$ cat src/hdl/json_string_escaper_utf8_core_defines.svh
// Assertion macros shared by the escaper RTL.
`ifndef JSON_STRING_ESCAPER_UTF8_CORE_DEFINES_SVH
`define JSON_STRING_ESCAPER_UTF8_CORE_DEFINES_SVH

// Same-cycle implication, disabled during reset.
`define JSE_ASSERT_NOW(name, clk, rst, cond, expr, msg) \
   name: assert property (@(posedge clk) disable iff (rst) (cond) |-> (expr)) \
      else $error(msg);

// Next-cycle implication, disabled during reset.
`define JSE_ASSERT_NEXT(name, clk, rst, cond, expr, msg) \
   name: assert property (@(posedge clk) disable iff (rst) (cond) |=> (expr)) \
      else $error(msg);

`endif

$ cat src/hdl/jse_pkg.sv
`timescale 1ns / 1ps

package jse_pkg;

   // Item kinds
   localparam logic [1:0] KIND_BYTE = 2'd0;
   localparam logic [1:0] KIND_END  = 2'd1;
   localparam logic [1:0] KIND_NULL = 2'd2;

   // Characters of the JSON text
   localparam logic [7:0] CH_QUOTE  = 8'h22;
   localparam logic [7:0] CH_BSLASH = 8'h5c;
   localparam logic [7:0] CH_ZERO   = 8'h30;
   localparam logic [7:0] CH_U      = 8'h75;
   localparam logic [7:0] CH_L      = 8'h6c;
   localparam logic [7:0] CH_N      = 8'h6e;
   localparam logic [7:0] CH_B      = 8'h62;
   localparam logic [7:0] CH_F      = 8'h66;
   localparam logic [7:0] CH_R      = 8'h72;
   localparam logic [7:0] CH_T      = 8'h74;

   // Control bytes with short escapes
   localparam logic [7:0] CTL_BS = 8'h08;
   localparam logic [7:0] CTL_HT = 8'h09;
   localparam logic [7:0] CTL_LF = 8'h0a;
   localparam logic [7:0] CTL_FF = 8'h0c;
   localparam logic [7:0] CTL_CR = 8'h0d;
   localparam logic [7:0] CTL_LIMIT   = 8'h20;
   localparam logic [7:0] ASCII_LIMIT = 8'h80;

   // UTF-8 lead byte ranges
   localparam logic [7:0] LEAD2_LO = 8'hc2;
   localparam logic [7:0] LEAD2_HI = 8'hdf;
   localparam logic [7:0] LEAD3_LO = 8'he0;
   localparam logic [7:0] LEAD3_HI = 8'hef;
   localparam logic [7:0] LEAD4_LO = 8'hf0;
   localparam logic [7:0] LEAD4_HI = 8'hf4;

   // Code point limits
   localparam logic [20:0] CP_MIN3      = 21'h000800;
   localparam logic [20:0] CP_MIN4      = 21'h010000;
   localparam logic [20:0] CP_SURR_LO   = 21'h00d800;
   localparam logic [20:0] CP_SURR_HI   = 21'h00dfff;
   localparam logic [20:0] CP_MAX       = 21'h10ffff;

   localparam int unsigned QUEUE_DEPTH = 2;
   localparam int unsigned QPTR_W      = $clog2(QUEUE_DEPTH);
   localparam int unsigned QCNT_W      = $clog2(QUEUE_DEPTH + 1);

   localparam int unsigned HELD_MAX = 3;

   typedef struct packed {
      logic [1:0] kind;
      logic [7:0] in_byte;
   } req_type;

   typedef struct packed {
      logic [7:0] out_byte;
      logic       last_of_run;
      logic       string_done;
   } rsp_type;

   typedef enum logic [2:0] {
      TAIL_NONE,
      TAIL_RAW,
      TAIL_ESC,
      TAIL_HEX,
      TAIL_CLOSE,
      TAIL_NULL
   } tail_type;

   // One classified item: optional opening quote, held bytes, then a tail.
   typedef struct packed {
      logic                          open_quote;
      logic [HELD_MAX-1:0][7:0]      held;
      logic [1:0]                    held_n;
      logic                          held_hex;
      tail_type                      tail;
      logic [7:0]                    tail_byte;
   } cmd_type;

   function automatic logic [2:0] tail_len(input tail_type t);
      case (t)
         TAIL_RAW:   tail_len = 3'd1;
         TAIL_ESC:   tail_len = 3'd2;
         TAIL_HEX:   tail_len = 3'd6;
         TAIL_CLOSE: tail_len = 3'd1;
         TAIL_NULL:  tail_len = 3'd4;
         default:    tail_len = 3'd0;
      endcase
   endfunction

   function automatic logic [7:0] hex_digit(input logic [3:0] nib);
      if (nib < 4'd10) begin
         hex_digit = CH_ZERO + {4'd0, nib};
      end else begin
         hex_digit = 8'h57 + {4'd0, nib};
      end
   endfunction

   // Character at position sub (0..5) of the \u00xx form of b.
   function automatic logic [7:0] hex_char(input logic [7:0] b, input logic [2:0] sub);
      case (sub)
         3'd0:    hex_char = CH_BSLASH;
         3'd1:    hex_char = CH_U;
         3'd2:    hex_char = CH_ZERO;
         3'd3:    hex_char = CH_ZERO;
         3'd4:    hex_char = hex_digit(b[7:4]);
         default: hex_char = hex_digit(b[3:0]);
      endcase
   endfunction

endpackage

$ cat src/hdl/json_string_escaper_utf8_core.sv
// Channel   Ports                        Direction  Transfer when
// -------   --------------------------   ---------  ----------------------
// request   push, full, req_data         in         push && !full
// response  empty, pop, rsp_data         out        pop && !empty
//
// One output byte per cycle while the consumer keeps popping; an item produces
// 1 to 24 bytes, and items that only buffer a UTF-8 byte or are dropped produce
// nothing. The first byte passes through the command queue and then the output
// register before it reaches rsp_data. A two-entry command queue sits
// between classifier and byte sequencer; full rises when both entries wait.
// Reset is synchronous, active high, and clears control state but not the sequencer phase/indices.
`timescale 1ns / 1ps
`include "json_string_escaper_utf8_core_defines.svh"

module json_string_escaper_utf8_core (
   input  logic              clock,
   input  logic              reset,
   input  logic              push,
   output logic              full,
   input  jse_pkg::req_type  req_data,
   output logic              empty,
   input  logic              pop,
   output jse_pkg::rsp_type  rsp_data
);

   // Command handoff between classifier and sequencer
   logic              accept;
   logic              cmd_valid;
   jse_pkg::cmd_type  cmd;
   jse_pkg::cmd_type  q_head;
   logic              q_full;
   logic              q_empty;
   logic              q_pop;
   logic              rsp_valid;

   // Terms used by the checks below
   logic              end_accept;
   logic              close_out;

   // Accept whenever the queue has room; items that produce nothing skip it.
   assign full   = q_full;
   assign accept = push && !q_full;
   assign empty  = !rsp_valid;

   // Classify: track open string and pending UTF-8 sequence, build a command.
   jse_front u_front (
      .clock     (clock),
      .reset     (reset),
      .accept    (accept),
      .req       (req_data),
      .cmd_valid (cmd_valid),
      .cmd       (cmd)
   );

   // Hold up to two commands so classification and byte output stall apart.
   jse_queue u_queue (
      .clock  (clock),
      .reset  (reset),
      .wr_en  (cmd_valid),
      .wr_cmd (cmd),
      .rd_en  (q_pop),
      .rd_cmd (q_head),
      .full   (q_full),
      .empty  (q_empty)
   );

   // Expand the head command into bytes, one per cycle while the output register is free or popped.
   jse_back u_back (
      .clock      (clock),
      .reset      (reset),
      .head_valid (!q_empty),
      .head       (q_head),
      .head_pop   (q_pop),
      .rsp_valid  (rsp_valid),
      .rsp        (rsp_data),
      .rsp_pop    (pop)
   );

   assign end_accept = accept && (req_data.kind == jse_pkg::KIND_END);
   assign close_out  = !empty && rsp_data.string_done;

   // An end marker always leaves a command behind.
   `JSE_ASSERT_NEXT(a_end_queued, clock, reset, end_accept, !q_empty, "end left no command")
   // The sequencer retires only commands that exist.
   `JSE_ASSERT_NOW(a_pop_has_head, clock, reset, q_pop, !q_empty, "queue popped while empty")
   // A waiting command fills an empty output register on the next edge.
   `JSE_ASSERT_NEXT(a_head_drains, clock, reset, !q_empty && empty, !empty, "output not loaded")
   // A closing byte always ends its run.
   `JSE_ASSERT_NOW(a_done_is_last, clock, reset, close_out, rsp_data.last_of_run, "done not last")

endmodule

$ cat src/hdl/jse_front.sv
`timescale 1ns / 1ps

module jse_front (
   input  logic              clock,
   input  logic              reset,
   input  logic              accept,
   input  jse_pkg::req_type  req,
   output logic              cmd_valid,
   output jse_pkg::cmd_type  cmd
);

   logic                              open_ff, open_in;
   logic [jse_pkg::HELD_MAX-1:0][7:0] held_ff, held_in;
   logic [1:0]                        held_cnt_ff, held_cnt_in;
   logic [2:0]                        seq_len_ff, seq_len_in;
   logic [20:0]                       acc_ff, acc_in;

   logic [7:0]  b;
   logic [7:0]  esc;
   logic [20:0] cp;
   logic        cont;
   logic        complete;
   logic        bad;

   always_comb begin
      b        = req.in_byte;
      cont     = (b[7:6] == 2'b10);
      cp       = {acc_ff[14:0], b[5:0]};
      complete = (({1'b0, held_cnt_ff} + 3'd1) >= seq_len_ff);
      bad      = ((seq_len_ff == 3'd3) && (cp < jse_pkg::CP_MIN3)) ||
                 ((seq_len_ff == 3'd4) && (cp < jse_pkg::CP_MIN4)) ||
                 ((cp >= jse_pkg::CP_SURR_LO) && (cp <= jse_pkg::CP_SURR_HI)) ||
                 (cp > jse_pkg::CP_MAX);
      esc      = 8'h00;

      cmd           = '0;
      cmd.held      = held_ff;
      cmd.tail      = jse_pkg::TAIL_NONE;
      cmd.tail_byte = b;

      open_in     = open_ff;
      held_in     = held_ff;
      held_cnt_in = held_cnt_ff;
      seq_len_in  = seq_len_ff;
      acc_in      = acc_ff;

      if (accept) begin
         case (req.kind)
            jse_pkg::KIND_BYTE: begin
               cmd.open_quote = !open_ff;
               open_in        = 1'b1;
               if ((held_cnt_ff != 2'd0) && cont) begin
                  if (complete || (held_cnt_ff == 2'd3)) begin
                     cmd.held_n   = held_cnt_ff;
                     cmd.held_hex = !complete || bad;
                     cmd.tail     = (!complete || bad) ? jse_pkg::TAIL_HEX : jse_pkg::TAIL_RAW;
                     held_cnt_in  = 2'd0;
                     seq_len_in   = 3'd0;
                     acc_in       = '0;
                  end else begin
                     held_in[held_cnt_ff] = b;
                     held_cnt_in          = held_cnt_ff + 2'd1;
                     acc_in               = cp;
                  end
               end else begin
                  // flush a broken sequence, then treat b as fresh
                  cmd.held_n   = held_cnt_ff;
                  cmd.held_hex = 1'b1;
                  held_cnt_in  = 2'd0;
                  seq_len_in   = 3'd0;
                  acc_in       = '0;
                  case (b)
                     jse_pkg::CH_QUOTE:  esc = jse_pkg::CH_QUOTE;
                     jse_pkg::CH_BSLASH: esc = jse_pkg::CH_BSLASH;
                     jse_pkg::CTL_BS:    esc = jse_pkg::CH_B;
                     jse_pkg::CTL_FF:    esc = jse_pkg::CH_F;
                     jse_pkg::CTL_LF:    esc = jse_pkg::CH_N;
                     jse_pkg::CTL_CR:    esc = jse_pkg::CH_R;
                     jse_pkg::CTL_HT:    esc = jse_pkg::CH_T;
                     default:            esc = 8'h00;
                  endcase
                  if (esc != 8'h00) begin
                     cmd.tail      = jse_pkg::TAIL_ESC;
                     cmd.tail_byte = esc;
                  end else if (b < jse_pkg::CTL_LIMIT) begin
                     cmd.tail = jse_pkg::TAIL_HEX;
                  end else if (b < jse_pkg::ASCII_LIMIT) begin
                     cmd.tail = jse_pkg::TAIL_RAW;
                  end else if (b inside {[jse_pkg::LEAD2_LO:jse_pkg::LEAD2_HI]}) begin
                     held_in[0]  = b;
                     held_cnt_in = 2'd1;
                     seq_len_in  = 3'd2;
                     acc_in      = {16'd0, b[4:0]};
                  end else if (b inside {[jse_pkg::LEAD3_LO:jse_pkg::LEAD3_HI]}) begin
                     held_in[0]  = b;
                     held_cnt_in = 2'd1;
                     seq_len_in  = 3'd3;
                     acc_in      = {17'd0, b[3:0]};
                  end else if (b inside {[jse_pkg::LEAD4_LO:jse_pkg::LEAD4_HI]}) begin
                     held_in[0]  = b;
                     held_cnt_in = 2'd1;
                     seq_len_in  = 3'd4;
                     acc_in      = {18'd0, b[2:0]};
                  end else begin
                     cmd.tail = jse_pkg::TAIL_HEX;
                  end
               end
            end
            jse_pkg::KIND_END: begin
               cmd.open_quote = !open_ff;
               cmd.held_n     = held_cnt_ff;
               cmd.held_hex   = 1'b1;
               cmd.tail       = jse_pkg::TAIL_CLOSE;
               open_in        = 1'b0;
               held_cnt_in    = 2'd0;
               seq_len_in     = 3'd0;
               acc_in         = '0;
            end
            jse_pkg::KIND_NULL: begin
               if (!open_ff) begin
                  cmd.tail = jse_pkg::TAIL_NULL;
               end
            end
            default: begin
               cmd.tail = jse_pkg::TAIL_NONE;
            end
         endcase
      end

      cmd_valid = accept && (cmd.open_quote || (cmd.held_n != 2'd0) ||
                             (cmd.tail != jse_pkg::TAIL_NONE));
   end

   always_ff @(posedge clock) begin
      held_ff <= held_in;
      if (reset) begin
         open_ff     <= 1'b0;
         held_cnt_ff <= 2'd0;
         seq_len_ff  <= 3'd0;
         acc_ff      <= '0;
      end else begin
         open_ff     <= open_in;
         held_cnt_ff <= held_cnt_in;
         seq_len_ff  <= seq_len_in;
         acc_ff      <= acc_in;
      end
   end

endmodule

$ cat src/hdl/jse_queue.sv
`timescale 1ns / 1ps

module jse_queue (
   input  logic              clock,
   input  logic              reset,
   input  logic              wr_en,
   input  jse_pkg::cmd_type  wr_cmd,
   input  logic              rd_en,
   output jse_pkg::cmd_type  rd_cmd,
   output logic              full,
   output logic              empty
);

   jse_pkg::cmd_type slot_ff [jse_pkg::QUEUE_DEPTH];

   logic [jse_pkg::QPTR_W-1:0] wr_ptr_ff, wr_ptr_in;
   logic [jse_pkg::QPTR_W-1:0] rd_ptr_ff, rd_ptr_in;
   logic [jse_pkg::QCNT_W-1:0] count_ff, count_in;
   logic                       do_wr, do_rd;

   always_comb begin
      full  = (count_ff == jse_pkg::QCNT_W'(jse_pkg::QUEUE_DEPTH));
      empty = (count_ff == '0);
      do_wr = wr_en && !full;
      do_rd = rd_en && !empty;

      rd_cmd = slot_ff[rd_ptr_ff];

      wr_ptr_in = wr_ptr_ff;
      rd_ptr_in = rd_ptr_ff;
      count_in  = count_ff;
      if (do_wr) begin
         wr_ptr_in = (wr_ptr_ff == jse_pkg::QPTR_W'(jse_pkg::QUEUE_DEPTH - 1)) ?
                     '0 : jse_pkg::QPTR_W'(wr_ptr_ff + 1'b1);
      end
      if (do_rd) begin
         rd_ptr_in = (rd_ptr_ff == jse_pkg::QPTR_W'(jse_pkg::QUEUE_DEPTH - 1)) ?
                     '0 : jse_pkg::QPTR_W'(rd_ptr_ff + 1'b1);
      end
      if (do_wr && !do_rd) begin
         count_in = count_ff + 1'b1;
      end else if (do_rd && !do_wr) begin
         count_in = count_ff - 1'b1;
      end
   end

   always_ff @(posedge clock) begin
      if (do_wr) begin
         slot_ff[wr_ptr_ff] <= wr_cmd;
      end
      if (reset) begin
         wr_ptr_ff <= '0;
         rd_ptr_ff <= '0;
         count_ff  <= '0;
      end else begin
         wr_ptr_ff <= wr_ptr_in;
         rd_ptr_ff <= rd_ptr_in;
         count_ff  <= count_in;
      end
   end

endmodule

$ cat src/hdl/jse_back.sv
`timescale 1ns / 1ps

module jse_back (
   input  logic              clock,
   input  logic              reset,
   input  logic              head_valid,
   input  jse_pkg::cmd_type  head,
   output logic              head_pop,
   output logic              rsp_valid,
   output jse_pkg::rsp_type  rsp,
   input  logic              rsp_pop
);

   typedef enum logic [1:0] {
      PH_OPEN,
      PH_HELD,
      PH_TAIL
   } phase_type;

   phase_type         phase_ff, phase_in, ph;
   logic              started_ff;
   logic [1:0]        idx_ff, idx_in, idx;
   logic [2:0]        sub_ff, sub_in, sub;
   logic              rsp_valid_ff;
   jse_pkg::rsp_type  rsp_ff;

   logic              step;
   logic              done;
   logic              has_tail;
   logic [7:0]        cur_byte;

   always_comb begin
      has_tail = (head.tail != jse_pkg::TAIL_NONE);
      step     = head_valid && (!rsp_valid_ff || rsp_pop);

      if (started_ff) begin
         ph  = phase_ff;
         idx = idx_ff;
         sub = sub_ff;
      end else begin
         idx = 2'd0;
         sub = 3'd0;
         if (head.open_quote) begin
            ph = PH_OPEN;
         end else if (head.held_n != 2'd0) begin
            ph = PH_HELD;
         end else begin
            ph = PH_TAIL;
         end
      end

      cur_byte = jse_pkg::CH_QUOTE;
      done     = 1'b0;
      phase_in = ph;
      idx_in   = idx;
      sub_in   = 3'(sub + 3'd1);

      case (ph)
         PH_OPEN: begin
            cur_byte = jse_pkg::CH_QUOTE;
            sub_in   = 3'd0;
            if (head.held_n != 2'd0) begin
               phase_in = PH_HELD;
            end else if (has_tail) begin
               phase_in = PH_TAIL;
            end else begin
               done = 1'b1;
            end
         end
         PH_HELD: begin
            cur_byte = head.held_hex ? jse_pkg::hex_char(head.held[idx], sub) : head.held[idx];
            if (!head.held_hex || (sub == 3'd5)) begin
               sub_in = 3'd0;
               if (2'(idx + 2'd1) == head.held_n) begin
                  if (has_tail) begin
                     phase_in = PH_TAIL;
                  end else begin
                     done = 1'b1;
                  end
               end else begin
                  idx_in = 2'(idx + 2'd1);
               end
            end
         end
         PH_TAIL: begin
            case (head.tail)
               jse_pkg::TAIL_RAW: cur_byte = head.tail_byte;
               jse_pkg::TAIL_ESC: cur_byte = (sub == 3'd0) ? jse_pkg::CH_BSLASH : head.tail_byte;
               jse_pkg::TAIL_HEX: cur_byte = jse_pkg::hex_char(head.tail_byte, sub);
               jse_pkg::TAIL_NULL: begin
                  case (sub)
                     3'd0:    cur_byte = jse_pkg::CH_N;
                     3'd1:    cur_byte = jse_pkg::CH_U;
                     default: cur_byte = jse_pkg::CH_L;
                  endcase
               end
               default: cur_byte = jse_pkg::CH_QUOTE;
            endcase
            done = (3'(sub + 3'd1) >= jse_pkg::tail_len(head.tail));
         end
         default: begin
            done = 1'b1;
         end
      endcase

      head_pop  = step && done;
      rsp_valid = rsp_valid_ff;
      rsp       = rsp_ff;
   end

   always_ff @(posedge clock) begin
      if (step) begin
         rsp_ff.out_byte    <= cur_byte;
         rsp_ff.last_of_run <= done;
         rsp_ff.string_done <= done && (ph == PH_TAIL) &&
                               ((head.tail == jse_pkg::TAIL_CLOSE) ||
                                (head.tail == jse_pkg::TAIL_NULL));
         phase_ff           <= phase_in;
         idx_ff             <= idx_in;
         sub_ff             <= sub_in;
      end
      if (reset) begin
         started_ff   <= 1'b0;
         rsp_valid_ff <= 1'b0;
      end else if (step) begin
         started_ff   <= !done;
         rsp_valid_ff <= 1'b1;
      end else if (rsp_pop) begin
         rsp_valid_ff <= 1'b0;
      end
   end

endmodule
$ cat config.mk
export PLATFORM = sky130hd
export DESIGN_NAME = json_string_escaper_utf8_core
export DESIGN_NICKNAME = d
export VERILOG_FILES = /design/src/hdl/jse_pkg.sv /design/src/hdl/json_string_escaper_utf8_core.sv /design/src/hdl/jse_front.sv /design/src/hdl/jse_queue.sv /design/src/hdl/jse_back.sv
export VERILOG_INCLUDE_DIRS = /design/src /design/src/hdl
export SDC_FILE = /design/constraint.sdc
export NUM_CORES = 1
export LEC_CHECK = 0
export ABC_CLOCK_PERIOD_IN_PS = 4800
export BUFFER_PORTS_ARGS = -buffer_cell sky130_fd_sc_hd__buf_2
export CAP_MARGIN = 20
export CORE_ASPECT_RATIO = 1.2
export CORE_MARGIN = 2
export CORE_UTILIZATION = 40
export CTS_BUF_LIST = sky130_fd_sc_hd__clkbuf_8 sky130_fd_sc_hd__clkbuf_16
export CTS_CLUSTER_DIAMETER = 30
export CTS_CLUSTER_SIZE = 24
export DETAILED_ROUTE_END_ITERATION = 12
export PLACE_DENSITY_LB_ADDON = 0.12
export SLEW_MARGIN = 20
export SYNTH_ARGS = -nofsm -noshare
export SYNTH_HDL_FRONTEND = slang
export SYNTH_HIERARCHICAL = 1
export SYNTH_SLANG_ARGS = --single-unit
export TNS_END_PERCENT = 30
$ cat constraint.sdc
create_clock -name clock -period 4.8 [get_ports clock]
set_input_delay 0.24 -clock clock [delete_from_list [all_inputs] [get_ports clock]]
set_output_delay 0.24 -clock clock [all_outputs]
set_load 0.005 [all_outputs]
======== Yosys cells after proc, flatten, opt, wreduce, memory -nomap -nowiden ========
Memory sizes are Yosys's and may differ from the RTL's. A register that Yosys moved wholly into a read port is not among the register bits.
Cells that the tools add are included.
cells by class
  $add $sub $neg .......................... 16
  multiplexer cells ....................... 106
  order comparisons ....................... 22
  bitwise operators ....................... 1
  reductions and logical operators ........ 58
  eq/ne operators ......................... 32
operator list
  cell                                                                                 count
  8-bit two-way mux                                                                    22
  8-bit one-hot mux with 4 select lines                                                3
  15-bit two-way mux                                                                   6
  3-bit two-way mux                                                                    18
  7-bit one-hot mux with 7 select lines                                                1
  2-bit two-way mux                                                                    22
  8-bit by 4-bit equality test with 1-bit output (second input constant)               5
  7-bit by 4-bit adder with 8-bit output (first input constant)                        4
  15-bit one-hot mux with 2 select lines                                               1
  6-bit by 4-bit adder with 7-bit output (first input constant)                        4
  24-bit bitwise mux                                                                   1
  8-bit >= comparator (second input constant)                                          3
  8-bit less-or-equal comparator (second input constant)                               3
  21-bit by 16-bit >= comparator with 1-bit output (second input constant)             1
  21-bit > comparator (second input constant)                                          1
  21-bit by 16-bit less-or-equal comparator with 1-bit output (second input constant)  1
  21-bit by 12-bit less-than comparator with 1-bit output (second input constant)      1
  21-bit by 17-bit less-than comparator with 1-bit output (second input constant)      1
  1-bit logical AND                                                                    18
  3-bit one-hot mux with 2 select lines                                                3
  8-bit binary-select mux with 2-bit select                                            1
  8-bit demux with 2-bit select                                                        1
  4-bit less-than comparator (second input constant)                                   4
  8-bit one-hot mux with 2 select lines                                                1
  other kinds (45)                                                                     109
storage, ports and cells
  memory bits (writable) .................. 78
  output and inout bits ................... 12
  bits in registers ....................... 68
  memories kept ........................... 1
  input port bits ......................... 14
  logic and storage cells ................. 254
memories
  memory           depth  bits a word  read ports  clocked after Yosys merged registers in  wr ports  RTL line         text
  u_queue.slot_ff  2      39           1           1                                        1         jse_queue.sv:14  jse_pkg::cmd_type slot_ff [jse_pkg::QUEUE_DEPTH];

======== Logic depth before layout (Yosys ltp) ========
  word-level depth ........................ 20
  mapped depth ............................ 19
  depth with buffers taken out ............ 15

======== Hierarchy ========
The synthesis kept the hierarchy.
by module, submodules not included
  module                         sequential area each (µm²)  cells each  times used  area an instance (µm²)
  jse_queue                      2442.3                      146         1           3024.2
  jse_back                       550.5                       299         1           2349.8
  jse_front                      1141.1                      220         1           2249.7
  json_string_escaper_utf8_core  0.0                         3           1           21.3

======== Worst setup path before layout ========
No wires, ideal clock.
  kind .................................... reg-to-reg
  start ................................... register with a tool-made name
  end ..................................... register u_queue/count_ff[1] in the netlist's numbering
  buffers on the path ..................... 4
  clock period less this slack ............ 3.652 ns
  setup slack ............................. 1.148 ns
  arrival time ............................ 3.582 ns
  cell stages (with the launch flop) ...... 19
  setup time .............................. 0.070 ns
  data required time ...................... 4.730 ns
  path through ............................ dfxtp_1 -> buf_4 -> buf_4 -> mux2_2 -> clkbuf_1 -> buf_1 -> xnor2_1 -> nor2_1 -> ha_1 -> nand2b_1 -> a21o_1 -> a21o_1 -> a21oi_1 -> o21ai_1 -> and2_1 -> o21ai_0 -> ha_1 -> or3_1 -> a21oi_1
RTL lines
  what                  RTL line         text
  end signal, assigned  jse_queue.sv:58  count_ff <= count_in;
  end, declared         jse_queue.sv:18  logic [jse_pkg::QCNT_W-1:0] count_ff, count_in;

==> impl_results.html <==
<table>
<tr><th>Metric</th><th>Value</th></tr>
<tr><th colspan="2">Critical path</th></tr>
<tr><td>Maximum fanout count along the critical path</td><td>39</td></tr>
<tr><td>Category of the worst setup path launch point</td><td>register</td></tr>
<tr><td>Combined buffer and inverter count along the critical path</td><td>2</td></tr>
<tr><td>Worst EP arrival</td><td>roughly 3900 ps</td></tr>
<tr><td>Required time at the endpoint of the critical path</td><td>4840 ps</td></tr>
<tr><td>R2R cell count</td><td>12</td></tr>
<tr><td>Family with the most delay on the worst path</td><td>compound AO/OA/AOI/OAI gates</td></tr>
<tr><td>Slack of the worst reg-to-reg path</td><td>roughly 950 ps</td></tr>
<tr><td>Reg2Reg Capture Point</td><td>u_queue/slot_ff[1][27]</td></tr>
<tr><td>Worst flop-to-flop path startpoint</td><td>u_front/held_cnt_ff[0]</td></tr>
<tr><td>Crit-path max cell delay</td><td>roughly 800 ps</td></tr>
<tr><td>Worst setup EP type</td><td>register</td></tr>
<tr><td>Cell Chain, Critical Path</td><td>inv_1 -&gt; ha_1 -&gt; ha_1 -&gt; a21oi_1 -&gt; o21ai_0 -&gt; o21ai_0 -&gt; a2111oi_1 -&gt; a2111oi_2 -&gt; o31a_1 -&gt; inv_1 -&gt; nor2_1 -&gt; and2_2</td></tr>
<tr><td>Cell type of the slowest stage on the worst timing path</td><td>and2_2</td></tr>
<tr><td>Setup CP Type</td><td>register to register</td></tr>
<tr><th colspan="2">Drt</th></tr>
<tr><td>Routed wirelength normalized by instance count</td><td>19.1 um</td></tr>
<tr><td>Number of design rule violations left after detail routing</td><td>0</td></tr>
<tr><td>Starting DRC count in detailed routing</td><td>407</td></tr>
<tr><td>Remaining antenna violation count</td><td>0</td></tr>
<tr><td>Number of vias after detailed routing</td><td>5,303</td></tr>
<tr><td>TritonRoute pass-1 iters</td><td>6</td></tr>
<tr><td>Total wirelength of the detailed-routed design</td><td>about 18,000 um</td></tr>
<tr><td>Ratio of routed vias to standard cells</td><td>between 5 and 6</td></tr>
<tr><th colspan="2">Yosys</th></tr>
<tr><td>Netlist Area Pre-Place</td><td>about 7600 um^2</td></tr>
<tr><td>Mean Syn Cell Area</td><td>approximately 11 um^2</td></tr>
<tr><td>Main combinational cell family by area after synthesis</td><td>compound AO/OA/AOI/OAI gates</td></tr>
<tr><td>Xor/xnor share of the synthesized area</td><td>less than 1%</td></tr>
<tr><td>YS warnings</td><td>6</td></tr>
<tr><td>Most common flop cell mapped by yosys</td><td>edfxtp_1</td></tr>
<tr><td>Post-synthesis share of cell area spent on full adders, half adders and majority gates</td><td>about 3.9%</td></tr>
<tr><td>Simple logic cell fraction of the synthesized area</td><td>~14%</td></tr>
<tr><td>Synthesized netlist net count</td><td>about 700</td></tr>
<tr><td>Async set-reset flop share out of synthesis</td><td>0%</td></tr>
<tr><td>Gate count after technology mapping</td><td>roughly 670</td></tr>
<tr><td>Number of enable flip-flop cells after synthesis</td><td>119</td></tr>
<tr><td>Post-synthesis register bit count</td><td>around 150</td></tr>
<tr><td>Sequential cell area fraction in the yosys report</td><td>54.1%</td></tr>
<tr><td>Complex-gate fraction of the synthesized area</td><td>between 10% and 20%</td></tr>
<tr><td>Cell variety after synth</td><td>85</td></tr>
<tr><td>Mux cell area share after synthesis</td><td>between 6 and 7%</td></tr>
<tr><th colspan="2">GRT</th></tr>
<tr><td>Most Used Layer, Global Route</td><td>met2</td></tr>
<tr><td>Met2 usage in global routing</td><td>about a third</td></tr>
<tr><td>Met1 Resource Use GR</td><td>between 20% and 30%</td></tr>
<tr><td>Vias in the first global route</td><td>between 5,000 and 6,000</td></tr>
<tr><td>Total track usage</td><td>18.9%</td></tr>
<tr><td>Met3 routing resource usage after global routing</td><td>under 10%</td></tr>
<tr><td>Pin count of the biggest net entering global routing</td><td>40</td></tr>
<tr><td>Global-route wire length before repair</td><td>just under 30,000 um</td></tr>
<tr><td>Antenna violations before repair</td><td>0</td></tr>
<tr><td>Grt ovf</td><td>0</td></tr>
<tr><th colspan="2">Layout</th></tr>
<tr><td>Count of antenna diodes in the layout</td><td>0</td></tr>
<tr><td>Utilization of the core after routing</td><td>roughly 45%</td></tr>
<tr><td>Commonest cells after routing, fill and taps aside</td><td>edfxtp_1, nor2_1, nand2_1</td></tr>
<tr><td>Leading cell type in the layout, fill and taps excluded</td><td>edfxtp_1</td></tr>
<tr><td>Post-route standard cell area excluding fillers</td><td>~8500 um^2</td></tr>
<tr><td>Fraction of final layout cells sized beyond drive strength 1</td><td>19.5%</td></tr>
<tr><td>Growth of design area from synthesis to finish</td><td>11.6%</td></tr>
<tr><td>Number of non-filler instances in the completed layout</td><td>approximately 950</td></tr>
<tr><td>Nets</td><td>718</td></tr>
<tr><th colspan="2">Floorplanning</th></tr>
<tr><td>Initial Util</td><td>roughly two fifths</td></tr>
<tr><td>Floorplan die area</td><td>a little over 20,000 um^2</td></tr>
<tr><td>Number of placement rows</td><td>between 50 and 60</td></tr>
<tr><td>Die span in y</td><td>about 160 um</td></tr>
<tr><td>Die X-Extent</td><td>130 um</td></tr>
<tr><td>Floorplan core area</td><td>about 19,000 um^2</td></tr>
<tr><td>Number of top-level pins</td><td>26</td></tr>
<tr><th colspan="2">CTS</th></tr>
<tr><td>Root Buffer Master</td><td>clkbuf_16</td></tr>
<tr><td>Clk Latency, worst-skew pair</td><td>420 ps</td></tr>
<tr><td>Count of cells resized by post-cts repair</td><td>0</td></tr>
<tr><td>Total clock sinks</td><td>between 100 and 150</td></tr>
<tr><td>CTS tree</td><td>yes</td></tr>
<tr><td>Post-CTS Repair Setup Buffers</td><td>0</td></tr>
<tr><td>Maximum clock insertion buffer count</td><td>2</td></tr>
<tr><td>CTS Buf Count</td><td>17</td></tr>
<tr><td>Post-CTS clock slew at the launch and capture registers of the worst setup and hold paths</td><td>~70 ps</td></tr>
<tr><td>Post-CTS Hold Buffers</td><td>0</td></tr>
<tr><td>H-tree Lvls</td><td>4</td></tr>
<tr><th colspan="2">Placed design</th></tr>
<tr><td>Placement Setup Slack</td><td>between 900 and 1000 ps</td></tr>
<tr><td>Detailed placement HPWL</td><td>~13,000 um</td></tr>
<tr><td>Routability cong.</td><td>about 0.91</td></tr>
<tr><td>Dpl cell area</td><td>~8000 um^2</td></tr>
<tr><td>Count of port buffers added during placement</td><td>25</td></tr>
<tr><td>Cell count after placement</td><td>approximately 900</td></tr>
<tr><th colspan="2">STA</th></tr>
<tr><td>Maximum clock frequency</td><td>about 260 MHz</td></tr>
<tr><td>Post-route fraction of the period consumed by the critical path</td><td>between 80% and 90%</td></tr>
<tr><td>Minimum setup slack in the final design</td><td>947 ps</td></tr>
<tr><td>Number of slew-limit violations in the final report</td><td>0</td></tr>
<tr><td>Clock Skew</td><td>roughly 9.7 ps</td></tr>
<tr><td>Final period demand of the worst path</td><td>around 3900 ps</td></tr>
<tr><td>Number of hold-slack violations in the final timing report</td><td>0</td></tr>
<tr><td>Slew at the pin with the worst max-slew slack</td><td>between 900 and 1000 ps</td></tr>
<tr><td>Final-layout setup total negative slack</td><td>0 ps</td></tr>
<tr><td>Final-report setup violation count</td><td>0</td></tr>
<tr><td>Setup repair after global routing missed its margin</td><td>no</td></tr>
<tr><td>Max_slew headroom</td><td>34.9%</td></tr>
<tr><td>Min Hold Slack</td><td>approximately 120 ps</td></tr>
<tr><th colspan="2">Power and ir drop</th></tr>
<tr><td>Post-route total power</td><td>around 4.3 mW</td></tr>
<tr><td>Static leakage</td><td>about 3.0 nW</td></tr>
<tr><td>P per Cell Area</td><td>a little over 500 nW/um^2</td></tr>
<tr><td>Largest voltage drop on the vdd net</td><td>roughly 240 uV</td></tr>
<tr><th colspan="2">Run status</th></tr>
<tr><td>Outcome</td><td>finished, final reports clean</td></tr>
<tr><th colspan="2">Worst hold path</th></tr>
<tr><td>Hold Crit Endpoint</td><td>u_back/rsp_valid</td></tr>
<tr><td>Class of the tightest hold or removal check</td><td>primary input to register</td></tr>
<tr><td>Hold Path Origin</td><td>pop</td></tr>
<tr><td>Cell depth of the worst min-delay path</td><td>3</td></tr>
<tr><th colspan="2">Run</th></tr>
<tr><td>Max-cap violation count</td><td>0</td></tr>
</table>
-- metal layers --
| metal | part of all wire, % | vias up |
|---|---|---|
| met1 | 44 | 2596 |
| li1 | - | 2542 |
| met2 | 50 | 130 |
| met3 | 3.3 | 35 |
| met4 | 3.2 | 0 |
| met5 | 0 | - |
-- worst max-delay path by stage --
stage / from / cells after the start / to
2_1_floorplan: register / 18 / u_queue/count_ff[1]
3_3_place_gp: u_front/held_cnt_ff[0] / 12 / u_queue/slot_ff[1][28]
3_5_place_dp: u_front/held_cnt_ff[0] / 12 / u_queue/slot_ff[1][26]
4_1_cts: u_front/held_cnt_ff[0] / 12 / u_queue/slot_ff[1][29]
5_1_grt: u_front/held_cnt_ff[0] / 12 / u_queue/slot_ff[1][29]
6_report: u_front/held_cnt_ff[0] / 12 / u_queue/slot_ff[1][27]
-- cell families (layout without fill, tap and decap cells) --
family          after synthesis  after routing
mux                          41             41
compound gates              186            186
fa+ha+maj                    24             24
buf+inv                      66             91
xor+xnor                      8              8
simple gates                196            196
flops                       147            147
-- Yosys cell counts (5+ instances only) --
| cell | instances | area share [%] |
|---|---|---|
| nor2_1 | 56 | 2.7 |
| edfxtp_1 | 119 | 47 |
| inv_1 | 29 | 1.4 |
| nand2_1 | 45 | 2.2 |
| buf_4 | 8 | 0.79 |
| o31ai_1 | 8 | 0.79 |
| a22oi_1 | 16 | 1.6 |
| nor2b_1 | 10 | 0.82 |
| nand2b_1 | 11 | 0.90 |
| a21o_1 | 7 | 0.69 |
| dfxtp_1 | 28 | 7.3 |
| and3_1 | 6 | 0.49 |
| o21a_1 | 6 | 0.59 |
| buf_2 | 7 | 0.46 |
| a22o_1 | 11 | 1.3 |
| mux2_2 | 39 | 5.7 |
| nor3_1 | 6 | 0.39 |
| nand3_1 | 7 | 0.46 |
| ha_1 | 24 | 3.9 |
| or2_2 | 5 | 0.41 |
| nand4_1 | 5 | 0.41 |
| o21ai_0 | 37 | 2.4 |
| a21oi_1 | 36 | 2.4 |
| and2_1 | 8 | 0.65 |
| clkbuf_1 | 19 | 0.93 |
-- worst register-to-register path, cell delays in order, from the launching register on --
cell and delay, ps:
dfxtp_1 440, inv_1 120, ha_1 330, ha_1 180, a21oi_1 130, o21ai_0 140
o21ai_0 110, a2111oi_1 100, a2111oi_2 570, o31a_1 230, inv_1 60, nor2_1 190
and2_2 820
-- registers in the layout (all words and copies together), names as in the netlist, named ones only --
name / flops
u_front/acc_ff: 15
u_back/rsp_valid: 1
u_queue/wr_ptr_ff: 1
u_front/seq_len_ff: 3
u_back/sub_ff: 3
u_back/phase_ff: 2
u_queue/count_ff: 2
u_back/rsp: 10
u_front/open_ff: 1
u_queue/rd_ptr_ff: 1
u_back/started_ff: 1
u_front/cmd: 24
u_back/idx_ff: 2
u_queue/slot_ff: 78
u_front/held_cnt_ff: 2
-- power by group --
| part | switching [mW] | internal, mW | total (mW) |
|---|---|---|---|
| clock network | 0.573 | 0.739 | 1.31 |
| logic | 0.819 | 0.461 | 1.28 |
| registers | 0.0829 | 1.61 | 1.69 |
-- final cells by class --
class | instances | area (um^2)
clock buffer | 17 | 425
clock inverter | 15 | 169
fill | 1757 | 10300
inverter | 29 | 109
multi-input combinational | 455 | 3210
sequential | 147 | 4130
tap | 256 | 320
timing repair buffer | 30 | 163
No activity file was read; power rests on OpenSTA's default activity.
